[src/rtl/barometric_pressure_compensation_macros.svh]
// Assertion macros for the barometric pressure compensation block.
// Used by the top level only; expects signals named clk and rst in scope.
`ifndef BAROMETRIC_PRESSURE_COMPENSATION_MACROS_SVH
`define BAROMETRIC_PRESSURE_COMPENSATION_MACROS_SVH

// Same-cycle implication, disabled during reset.
`define BPC_ASSERT_IMP(label, ante, cons, msg) \
  label: assert property (@(posedge clk) disable iff (rst) (ante) |-> (cons)) \
    else $error(msg);

// Next-cycle implication, disabled during reset.
`define BPC_ASSERT_NXT(label, ante, cons, msg) \
  label: assert property (@(posedge clk) disable iff (rst) (ante) |=> (cons)) \
    else $error(msg);

`endif

[src/rtl/bpc_pkg.sv]
// Shared types, widths and constants for the barometric pressure compensation block.
// No dependencies; every module imports this package.
package bpc_pkg;

  function automatic int imax(input int a, input int b);
    return (a > b) ? a : b;
  endfunction

  // Raw converter count width.
  localparam int COUNT_BITS = 10;

  localparam int COEFF_W     = 16;
  localparam int CFG_IDX_W   = 8;
  localparam int PRESS_W     = 16;
  localparam int TEMP_W      = 12;
  localparam int NSTAGE      = 6;

  localparam int IN_TDATA_W  = ((2 * COUNT_BITS + 7) / 8) * 8;
  localparam int OUT_TDATA_W = ((PRESS_W + TEMP_W + 7) / 8) * 8;

  // Register indexes.
  localparam logic [CFG_IDX_W-1:0] CFG_OFFSET      = CFG_IDX_W'(0);
  localparam logic [CFG_IDX_W-1:0] CFG_PRESS_SLOPE = CFG_IDX_W'(1);
  localparam logic [CFG_IDX_W-1:0] CFG_TEMP        = CFG_IDX_W'(2);
  localparam logic [CFG_IDX_W-1:0] CFG_CROSS       = CFG_IDX_W'(3);

  // Pressure path widths: polynomial is kept at a 2^-24 scale.
  localparam int CT_W  = imax(COEFF_W + 11, COEFF_W + COUNT_BITS) + 1;
  localparam int B2T_W = COEFF_W + COUNT_BITS;
  localparam int PP_W  = CT_W + COUNT_BITS;
  localparam int OFF_W = imax(COEFF_W + 21, B2T_W + 10) + 1;
  localparam int PC_W  = imax(PP_W, OFF_W) + 1;
  localparam int Z_W   = PC_W + 15;
  localparam int W_W   = Z_W - 24;

  // z = 10400*pc + 1023*2^23 + 8000*1023*2^24; the last term shifts the
  // in-range quotient to start at zero.
  localparam logic signed [63:0] Z_BIAS = 64'sd16369023 * (64'sd1 <<< 23);
  localparam int PR_LIMIT  = 65536 * 1023;
  localparam int WC_W      = 26;
  localparam int PR_RECIP  = 67174465;   // ceil(2^36 / 1023)
  localparam int PR_SHIFT  = 36;
  localparam int PRM_W     = WC_W + 27;

  // Temperature path: u = 2048*107 + 202213 - 320*t, result floor(u/107) - 2048.
  localparam int T_BIAS    = 421349;
  localparam int U_W       = imax(9 + COUNT_BITS, 19) + 1;
  localparam int UC_W      = 19;
  localparam int T_RECIP   = 1254372;    // ceil(2^27 / 107)
  localparam int T_SHIFT   = 27;
  localparam int TP_W      = UC_W + 21;
  localparam logic [TEMP_W-1:0] TEMP_OFS = TEMP_W'(2048);
  localparam logic [TEMP_W-1:0] TEMP_MIN = TEMP_W'(2048);

  typedef struct packed {
    logic signed [COEFF_W-1:0] a0;
    logic signed [COEFF_W-1:0] b1;
    logic signed [COEFF_W-1:0] b2;
    logic signed [COEFF_W-1:0] c12;
  } cfg_t;

  typedef struct packed {
    logic [NSTAGE-1:0] en;
    logic [NSTAGE-1:0] valid;
  } pipe_ctrl_t;

endpackage

[src/rtl/bpc_cfg_regs.sv]
// Calibration coefficient registers written through the configuration channel.
// Depends on bpc_pkg.
module bpc_cfg_regs import bpc_pkg::*; (
  input  logic                 clk,
  input  logic                 rst,
  input  logic                 cfg_valid,
  output logic                 cfg_ready,
  input  logic [CFG_IDX_W-1:0] cfg_index,
  input  logic [COEFF_W-1:0]   cfg_data,
  output cfg_t                 cfg
);

  assign cfg_ready = 1'b1;

  always_ff @(posedge clk) begin
    if (rst) begin
      cfg <= '0;
    end else if (cfg_valid) begin
      case (cfg_index)
        CFG_OFFSET:      cfg.a0  <= cfg_data;
        CFG_PRESS_SLOPE: cfg.b1  <= cfg_data;
        CFG_TEMP:        cfg.b2  <= cfg_data;
        CFG_CROSS:       cfg.c12 <= cfg_data;
        default: ;
      endcase
    end
  end

endmodule

[src/rtl/bpc_pipe_ctrl.sv]
// Valid bits and per-stage load enables for the compensation pipeline.
// Depends on bpc_pkg.
module bpc_pipe_ctrl import bpc_pkg::*; (
  input  logic       clk,
  input  logic       rst,
  input  logic       in_valid,
  input  logic       out_ready,
  output pipe_ctrl_t ctrl
);

  logic [NSTAGE-1:0] valid;
  logic [NSTAGE-1:0] en;

  // A stage loads when it is empty or its content moves on in this cycle.
  always_comb begin
    en[NSTAGE-1] = !valid[NSTAGE-1] || out_ready;
    for (int i = NSTAGE - 2; i >= 0; i--) begin
      en[i] = !valid[i] || en[i+1];
    end
  end

  always_ff @(posedge clk) begin
    if (rst) begin
      valid <= '0;
    end else begin
      if (en[0]) valid[0] <= in_valid;
      for (int i = 1; i < NSTAGE; i++) begin
        if (en[i]) valid[i] <= valid[i-1];
      end
    end
  end

  assign ctrl.en    = en;
  assign ctrl.valid = valid;

endmodule

[src/rtl/bpc_press_dp.sv]
// Pressure datapath: polynomial, scaling by 65/1023 with rounding, saturation.
// Depends on bpc_pkg; stage enables come from bpc_pipe_ctrl.
module bpc_press_dp import bpc_pkg::*; (
  input  logic                  clk,
  input  pipe_ctrl_t            ctrl,
  input  cfg_t                  cfg,
  input  logic [COUNT_BITS-1:0] pressure_count,
  input  logic [COUNT_BITS-1:0] temperature_count,
  output logic [PRESS_W-1:0]    pressure_sixteenths_hpa,
  output logic                  pressure_clipped
);

  logic signed [CT_W-1:0]  c12_x, b1_x, tc_x, ct_next, ct;
  logic signed [B2T_W-1:0] b2_x, tb_x, b2t_next, b2t;
  logic [COUNT_BITS-1:0]   p1;
  logic signed [PP_W-1:0]  ct_x, p_x, pp;
  logic signed [OFF_W-1:0] off_next, off;
  logic signed [PC_W-1:0]  pc;
  logic signed [Z_W-1:0]   zx, z;
  logic signed [W_W-1:0]   w;
  logic [WC_W-1:0]         wc;
  logic                    lo4, hi4, lo5, hi5;
  logic [PRM_W-1:0]        prod;

  // Stage 1: (b1*2^11 + c12*t) and b2*t.
  assign c12_x    = CT_W'(cfg.c12);
  assign b1_x     = CT_W'(cfg.b1);
  assign tc_x     = CT_W'($signed({1'b0, temperature_count}));
  assign ct_next  = (b1_x <<< 11) + c12_x * tc_x;
  assign b2_x     = B2T_W'(cfg.b2);
  assign tb_x     = B2T_W'($signed({1'b0, temperature_count}));
  assign b2t_next = b2_x * tb_x;

  always_ff @(posedge clk) begin
    if (ctrl.en[0]) begin
      ct  <= ct_next;
      b2t <= b2t_next;
      p1  <= pressure_count;
    end
  end

  // Stage 2: times p, and the offset terms.
  assign ct_x     = PP_W'(ct);
  assign p_x      = PP_W'($signed({1'b0, p1}));
  assign off_next = (OFF_W'(cfg.a0) <<< 21) + (OFF_W'(b2t) <<< 10);

  always_ff @(posedge clk) begin
    if (ctrl.en[1]) begin
      pp  <= ct_x * p_x;
      off <= off_next;
    end
  end

  // Stage 3: full polynomial at 2^-24.
  always_ff @(posedge clk) begin
    if (ctrl.en[2]) pc <= PC_W'(pp) + PC_W'(off);
  end

  // Stage 4: 10400*pc plus rounding and output offset, then drop 24 bits.
  assign zx = Z_W'(pc);
  assign z  = (zx <<< 13) + (zx <<< 11) + (zx <<< 7) + (zx <<< 5) + Z_W'(Z_BIAS);
  assign w  = z[Z_W-1:24];

  always_ff @(posedge clk) begin
    if (ctrl.en[3]) begin
      lo4 <= w[W_W-1];
      hi4 <= !w[W_W-1] && (w >= W_W'(PR_LIMIT));
      wc  <= w[WC_W-1:0];
    end
  end

  // Stage 5: divide by 1023 through the reciprocal.
  always_ff @(posedge clk) begin
    if (ctrl.en[4]) begin
      prod <= PRM_W'(wc) * PRM_W'(PR_RECIP);
      lo5  <= lo4;
      hi5  <= hi4;
    end
  end

  // Stage 6: saturate into the output register.
  always_ff @(posedge clk) begin
    if (ctrl.en[5]) begin
      if (lo5) begin
        pressure_sixteenths_hpa <= '0;
      end else if (hi5) begin
        pressure_sixteenths_hpa <= '1;
      end else begin
        pressure_sixteenths_hpa <= prod[PR_SHIFT+PRESS_W-1:PR_SHIFT];
      end
      pressure_clipped <= lo5 || hi5;
    end
  end

endmodule

[src/rtl/bpc_temp_dp.sv]
// Temperature datapath: conversion by -1/5.35 with rounding, delayed to match pressure.
// Depends on bpc_pkg; stage enables come from bpc_pipe_ctrl.
module bpc_temp_dp import bpc_pkg::*; (
  input  logic                  clk,
  input  pipe_ctrl_t            ctrl,
  input  logic [COUNT_BITS-1:0] temperature_count,
  output logic [TEMP_W-1:0]     temperature_sixteenths_c
);

  logic signed [U_W-1:0] tx, u;
  logic                  neg;
  logic [TP_W-1:0]       prod;
  logic [TEMP_W-1:0]     q;
  logic [TEMP_W-1:0]     tr3, tr4, tr5;

  assign tx = U_W'($signed({1'b0, temperature_count}));

  // Stage 1: u = bias - 320*t; negative u means the result clamps low.
  always_ff @(posedge clk) begin
    if (ctrl.en[0]) u <= U_W'(T_BIAS) - ((tx <<< 8) + (tx <<< 6));
  end

  // Stage 2: divide by 107 through the reciprocal.
  always_ff @(posedge clk) begin
    if (ctrl.en[1]) begin
      neg  <= u[U_W-1];
      prod <= TP_W'(u[UC_W-1:0]) * TP_W'(T_RECIP);
    end
  end

  assign q = prod[T_SHIFT+TEMP_W-1:T_SHIFT];

  // Stage 3: remove the offset, then delay to the output stage.
  always_ff @(posedge clk) begin
    if (ctrl.en[2]) tr3 <= neg ? TEMP_MIN : (q - TEMP_OFS);
    if (ctrl.en[3]) tr4 <= tr3;
    if (ctrl.en[4]) tr5 <= tr4;
    if (ctrl.en[5]) temperature_sixteenths_c <= tr5;
  end

endmodule

[src/rtl/barometric_pressure_compensation.sv]
// Top level of the barometric pressure compensation block.
// Depends on bpc_pkg, bpc_cfg_regs, bpc_pipe_ctrl, bpc_press_dp, bpc_temp_dp
// and the assertion macro header.

// The block takes one beat holding a raw pressure count and a raw temperature
// count and returns one beat with the compensated pressure in 1/16 hPa
// (saturated, with a clip flag on tuser) and the temperature in 1/16 degree
// Celsius. It is a six-stage pipeline that accepts one beat every cycle while
// the output is not stalled; the result leaves from the sixth stage. Each
// stage holds its own valid bit and loads whenever it is empty or drains,
// so a stall on the output backs up stage by stage and input tready falls
// only once all six stages are full. The stage depth is set by the 26 by 27
// bit reciprocal multiply that divides by 1023 and by the 28 by 10 bit
// polynomial multiply. Calibration words are written on the cfg channel,
// which is always ready, and must only change while no beat is in flight.
`include "barometric_pressure_compensation_macros.svh"

module barometric_pressure_compensation import bpc_pkg::*; (
  input  logic                   clk,
  input  logic                   rst,
  input  logic                   s_axis_tvalid,
  output logic                   s_axis_tready,
  // Fields from bit 0: pressure_count, temperature_count, zero fill.
  input  logic [IN_TDATA_W-1:0]  s_axis_tdata,
  output logic                   m_axis_tvalid,
  input  logic                   m_axis_tready,
  // Fields from bit 0: pressure_sixteenths_hpa, temperature_sixteenths_c, zero fill.
  output logic [OUT_TDATA_W-1:0] m_axis_tdata,
  // Fields from bit 0: pressure_clipped.
  output logic                   m_axis_tuser,
  input  logic                   cfg_valid,
  output logic                   cfg_ready,
  input  logic [CFG_IDX_W-1:0]   cfg_index,
  input  logic [COEFF_W-1:0]     cfg_data
);

  cfg_t                  cfg;
  pipe_ctrl_t            ctrl;
  logic [COUNT_BITS-1:0] pressure_count;
  logic [COUNT_BITS-1:0] temperature_count;
  logic [PRESS_W-1:0]    pressure_sixteenths_hpa;
  logic [TEMP_W-1:0]     temperature_sixteenths_c;

  assign pressure_count    = s_axis_tdata[COUNT_BITS-1:0];
  assign temperature_count = s_axis_tdata[2*COUNT_BITS-1:COUNT_BITS];

  bpc_cfg_regs u_cfg (
    .clk       (clk),
    .rst       (rst),
    .cfg_valid (cfg_valid),
    .cfg_ready (cfg_ready),
    .cfg_index (cfg_index),
    .cfg_data  (cfg_data),
    .cfg       (cfg)
  );

  bpc_pipe_ctrl u_ctrl (
    .clk       (clk),
    .rst       (rst),
    .in_valid  (s_axis_tvalid),
    .out_ready (m_axis_tready),
    .ctrl      (ctrl)
  );

  bpc_press_dp u_press (
    .clk                     (clk),
    .ctrl                    (ctrl),
    .cfg                     (cfg),
    .pressure_count          (pressure_count),
    .temperature_count       (temperature_count),
    .pressure_sixteenths_hpa (pressure_sixteenths_hpa),
    .pressure_clipped        (m_axis_tuser)
  );

  bpc_temp_dp u_temp (
    .clk                      (clk),
    .ctrl                     (ctrl),
    .temperature_count        (temperature_count),
    .temperature_sixteenths_c (temperature_sixteenths_c)
  );

  assign s_axis_tready = ctrl.en[0];
  assign m_axis_tvalid = ctrl.valid[NSTAGE-1];
  assign m_axis_tdata  = OUT_TDATA_W'({temperature_sixteenths_c, pressure_sixteenths_hpa});

  // A ready sink never throttles the input.
  `BPC_ASSERT_IMP(a_no_stall_when_ready, m_axis_tready, s_axis_tready, "input stalled with ready output")
  // Input backpressure only happens with every stage occupied.
  `BPC_ASSERT_IMP(a_stall_only_full, !s_axis_tready, (&ctrl.valid) && !m_axis_tready, "input stalled with room in pipe")
  // A beat moving from stage one into stage two is held in stage two in the next cycle.
  `BPC_ASSERT_NXT(a_stage_move, ctrl.valid[0] && ctrl.en[1], ctrl.valid[1], "beat lost between stages")
  // Clipped pressure sits at one end of the range.
  `BPC_ASSERT_IMP(a_clip_at_rail, m_axis_tvalid && m_axis_tuser, (m_axis_tdata[15:0] == 16'h0000) || (m_axis_tdata[15:0] == 16'hFFFF), "clip flag off the rail")

endmodule
[config.mk]
export PLATFORM = sky130hd
export DESIGN_NAME = barometric_pressure_compensation
export DESIGN_NICKNAME = d
export VERILOG_FILES = /design/src/rtl/bpc_pkg.sv /design/src/rtl/bpc_cfg_regs.sv /design/src/rtl/bpc_pipe_ctrl.sv /design/src/rtl/bpc_press_dp.sv /design/src/rtl/bpc_temp_dp.sv /design/src/rtl/barometric_pressure_compensation.sv
export VERILOG_INCLUDE_DIRS = /design/src /design/src/rtl
export SDC_FILE = /design/constraint.sdc
export NUM_CORES = 2
export LEC_CHECK = 0
export ABC_AREA = 1
export ABC_CLOCK_PERIOD_IN_PS = 13450
export BUFFER_PORTS_ARGS = -buffer_cell sky130_fd_sc_hd__buf_2
export CAP_MARGIN = 20
export CORE_UTILIZATION = 65
export DETAILED_ROUTE_END_ITERATION = 10
export PLACE_DENSITY_LB_ADDON = 0.15
export SLEW_MARGIN = 10
export SYNTH_ARGS = -nofsm -noshare
export SYNTH_HDL_FRONTEND = slang
export SYNTH_SLANG_ARGS = --single-unit
[constraint.sdc]
create_clock -name clk -period 13.45 [get_ports clk]
set_clock_uncertainty 0.15 [all_clocks]
set_input_delay 0 -clock clk [delete_from_list [all_inputs] [get_ports clk]]
set_output_delay 0 -clock clk [all_outputs]
set_load 0.01 [all_outputs]
==> flow_metrics.tcl <==
set metrics [dict create \
    hold_violations 0 \
    finalSetupTns_ns 0 \
    powerDensity_nw_per_um2 207 \
    dp_hpwl_mm 94.6 \
    initial_utilization_pct 65.6 \
    period_share_pct 44.6 \
    synthSimpleGateAreaFrac_pct 14.2 \
    min_path_type "primary input to flip-flop" \
    firstDrtPassIters 8 \
    cts_setup_buffers 0 \
    core_area_sq_um 78900 \
    drv_cap 0 \
    syn_avg_cell_area_sq_um 8.54 \
    total_power_mw 11.4 \
    syn_inst 6057 \
    htreeDepth 2 \
    drive_gt1_share_pct 3.72 \
    ant_nets 0 \
    drt_wl_total_mm 117 \
    grt_pass1_vias 39116 \
    drt-initial-drc-count 2688 \
    synthMuxAreaShare_pct 0 \
    cp.arrival_ns 6.18 \
    critPathKind "flip-flop to flip-flop" \
    yosys_warnings 0 \
    syn_area_sq_um 51700 \
    design.die.area_sq_um 80700 \
    highest_layer "met5" \
    place.gp.congestion 0.953 \
    grt_max_degree 71 \
    io_buffers 79 \
    nets 7527 \
    critPathRequiredTime_ns 13.63 \
    min_period_ns 6.00 \
    synth_seq_cells 377 \
    end_kind "flip-flop" \
    dr_wl_met2_mm 55.1 \
    start_kind "flip-flop" \
    route.met3.wl_mm 7.08 \
    setup_viol 0 \
    cts_inserted_buffers 43 \
    root_buffer "clkbuf_16" \
    dr_total_vias 38457 \
    area_growth_pct 6.47 \
    die_width_um 284 \
    wl_met1_mm 51.4 \
    synth_compound_area_share_pct 6.03 \
    wire_per_inst_um 16.2 \
    cts_tree "done" \
    leakagePower_nw 30.1 \
    synthDistinctLibCells 62 \
    cts.sinks 377 \
    fmax_mhz 167 \
    die_y_um 284 \
    fp-row-count 103 \
    synth_top_family_by_area "adder cells" \
    grt_pass1_wl_mm 194 \
    antenna_found_initial 3 \
    path_clk_slew_ns 0.06 \
    grt_usage_pct 29.8 \
    r2r_setup_slack_ns 7.45 \
    slew_violations 0 \
    critPathMaxFanout 28 \
    overflow 0 \
    violations "DRC" \
    num_antenna_cells 0 \
    synth-xor-area-share_pct 3.17 \
    worst_pin_slew_ns 0.952 \
    clock_latency_ns 0.60 \
    io_pins 89 \
    yosys.area_share.adder_pct 43.2 \
    vdd_drop_max_mv 0.590 \
    max_slew_margin_pct 36.5 \
    synth.yosys.seq_area_share_pct 20.5 \
    rsz0062_at_grt "no" \
    outcome "complete, but fails checks" \
    clk_path_buf_depth 3 \
    drt-vias-per-instance 5.34 \
    drc 2 \
]
## final timing paths
check / startpoint / end / cells past startpoint
worst max-delay path: u_press.p1[2]$_DFFE_PP_ / u_press.pp[37]$_DFFE_PP_ / 18
worst min-delay path: s_axis_tvalid / u_ctrl.valid[0]$_SDFFE_PP0P_ / 4
worst max register to register: u_press.p1[2]$_DFFE_PP_ / u_press.pp[37]$_DFFE_PP_ / 18
worst min register to register: u_temp.tr5[8]$_DFFE_PP_ / u_temp.temperature_sixteenths_c[8]$_DFFE_PP_ / 0
## placed cells by master, fill, tap and decap left out, types with 12 or more instances in the layout
cell / count
inv_1: 1601
nand2_1: 1292
fa_1: 721
ha_1: 631
nor2_1: 333
edfxtp_1: 307
a21oi_1: 287
xor2_1: 117
o21ai_0: 112
nand3_1: 99
buf_2: 79
xnor2_1: 70
dfxtp_1: 70
dlygate4sd3_1: 67
clkbuf_16: 43
nor3_1: 35
nand4_1: 23
a31oi_1: 23
buf_4: 21
o21bai_1: 20
a21o_1: 14
nor3_2: 13
o21ai_1: 12
nor4_1: 12
a211oi_2: 12
## synth_stat cells, drive strengths merged
cell type	n	area, sq um
a211oi	21	218
a21boi	9	71.3
a21o	14	105
a21oi	288	1450
a221o	1	10.0
a221oi	5	43.8
a22oi	1	7.51
a31oi	23	144
and2	5	31.3
and3	1	6.26
buf	22	146
clkbuf	129	484
clkinv	1	5.00
conb	2	7.51
dfxtp	70	1400
edfxtp	307	9220
fa	721	14400
ha	631	7900
inv	1605	6030
nand2	1298	4890
nand3	101	516
nand3b	5	37.5
nand4	23	144
nor2	340	1290
nor3	48	305
nor3b	2	26.3
nor4	13	87.6
o2111ai	3	26.3
o211ai	11	92.6
o21a	9	67.6
o21ai	127	647
o21bai	22	173
o221ai	3	26.3
o2bb2ai	1	8.76
o311ai	3	26.3
o31ai	1	7.51
or2	3	18.8
or4	1	11.3
xnor2	70	613
xor2	117	1020
## critical path: stages, from the launching register on
cell       delay (ns)
edfxtp_1         0.33
buf_4            0.33
nand2_1          0.09
inv_1            0.16
fa_1             0.56
fa_1             0.62
inv_1            0.10
fa_1             0.51
fa_1             0.55
inv_1            0.06
fa_1             0.47
ha_1             0.37
inv_1            0.07
nor3_1           0.40
nand2_1          0.11
nor3_1           0.27
nand2_1          0.11
o2111ai_1        0.36
xnor2_1          0.10
## cells by family after synthesis
| kind of cell | count (synthesis) |
|---|---|
| adders and majority gates | 1352 |
| DFF | 377 |
| AOI/OAI and AO/OA | 542 |
| and+or+nand+nor | 1840 |
| other | 2 |
| buffers and inverters | 1757 |
| xor gates and xnor gates | 187 |
## layer usage
| layer | track usage, % | vias to the layer above |
|---|---|---|
| met4 | 8.63 | 2 |
| met3 | 3.79 | 183 |
| met2 | 49.1 | 1059 |
| met5 | 0 | - |
| li1 | - | 18510 |
| met1 | 41.6 | 18703 |
## power by group
group          switching [mW]  internal, mW
combinational            5.14          3.22
clock                   0.523         0.649
sequential              0.168          1.70
total                    5.83          5.57
## cell type report
type	instances	area [sq um]
Clock buffer	48	1110
Clock inverter	32	278
Multi-Input combinational cell	3926	34500
Fill cell	6381	23800
Timing Repair Buffer	168	1250
Tap cell	1050	1310
Sequential cell	377	10600
Inverter	1606	6040
## registers in the layout, indices dropped and copies added (netlist names), 16 cells and up
signal	flops
u_press.prod	16
u_press.pp	38
u_press.off	28
u_press.pc	39
u_cfg.cfg	64
u_press.ct	28
u_press.b2t	26
u_press.pressure_sixteenths_hpa	16
u_press.wc	26
## per-stage QoR
step / setup slack (ns) / instances / hold WS (ns) / util, % / cell area (sq um)
6_report: 7.45 / 7207 / 0.124 / 69.9 / 55100
5_1_grt: 7.24 / 7207 / 0.127 / 69.9 / 55100
3_3_place_gp: 7.58 / 7059 / 0.0260 / 67.2 / 53000
4_1_cts: 7.51 / 7207 / 0.0848 / 69.9 / 55100
3_5_place_dp: 7.56 / 7060 / 0.0284 / 67.2 / 53000
2_1_floorplan: 7.05 / 6060 / -0.0511 / - / 51800
## timing repair
item	in CTS	in global routing
resized for setup	0	0
endpoints found under the hold margin	90	0
hold buffers	67	0
No activity file was read; power rests on OpenSTA's default activity.
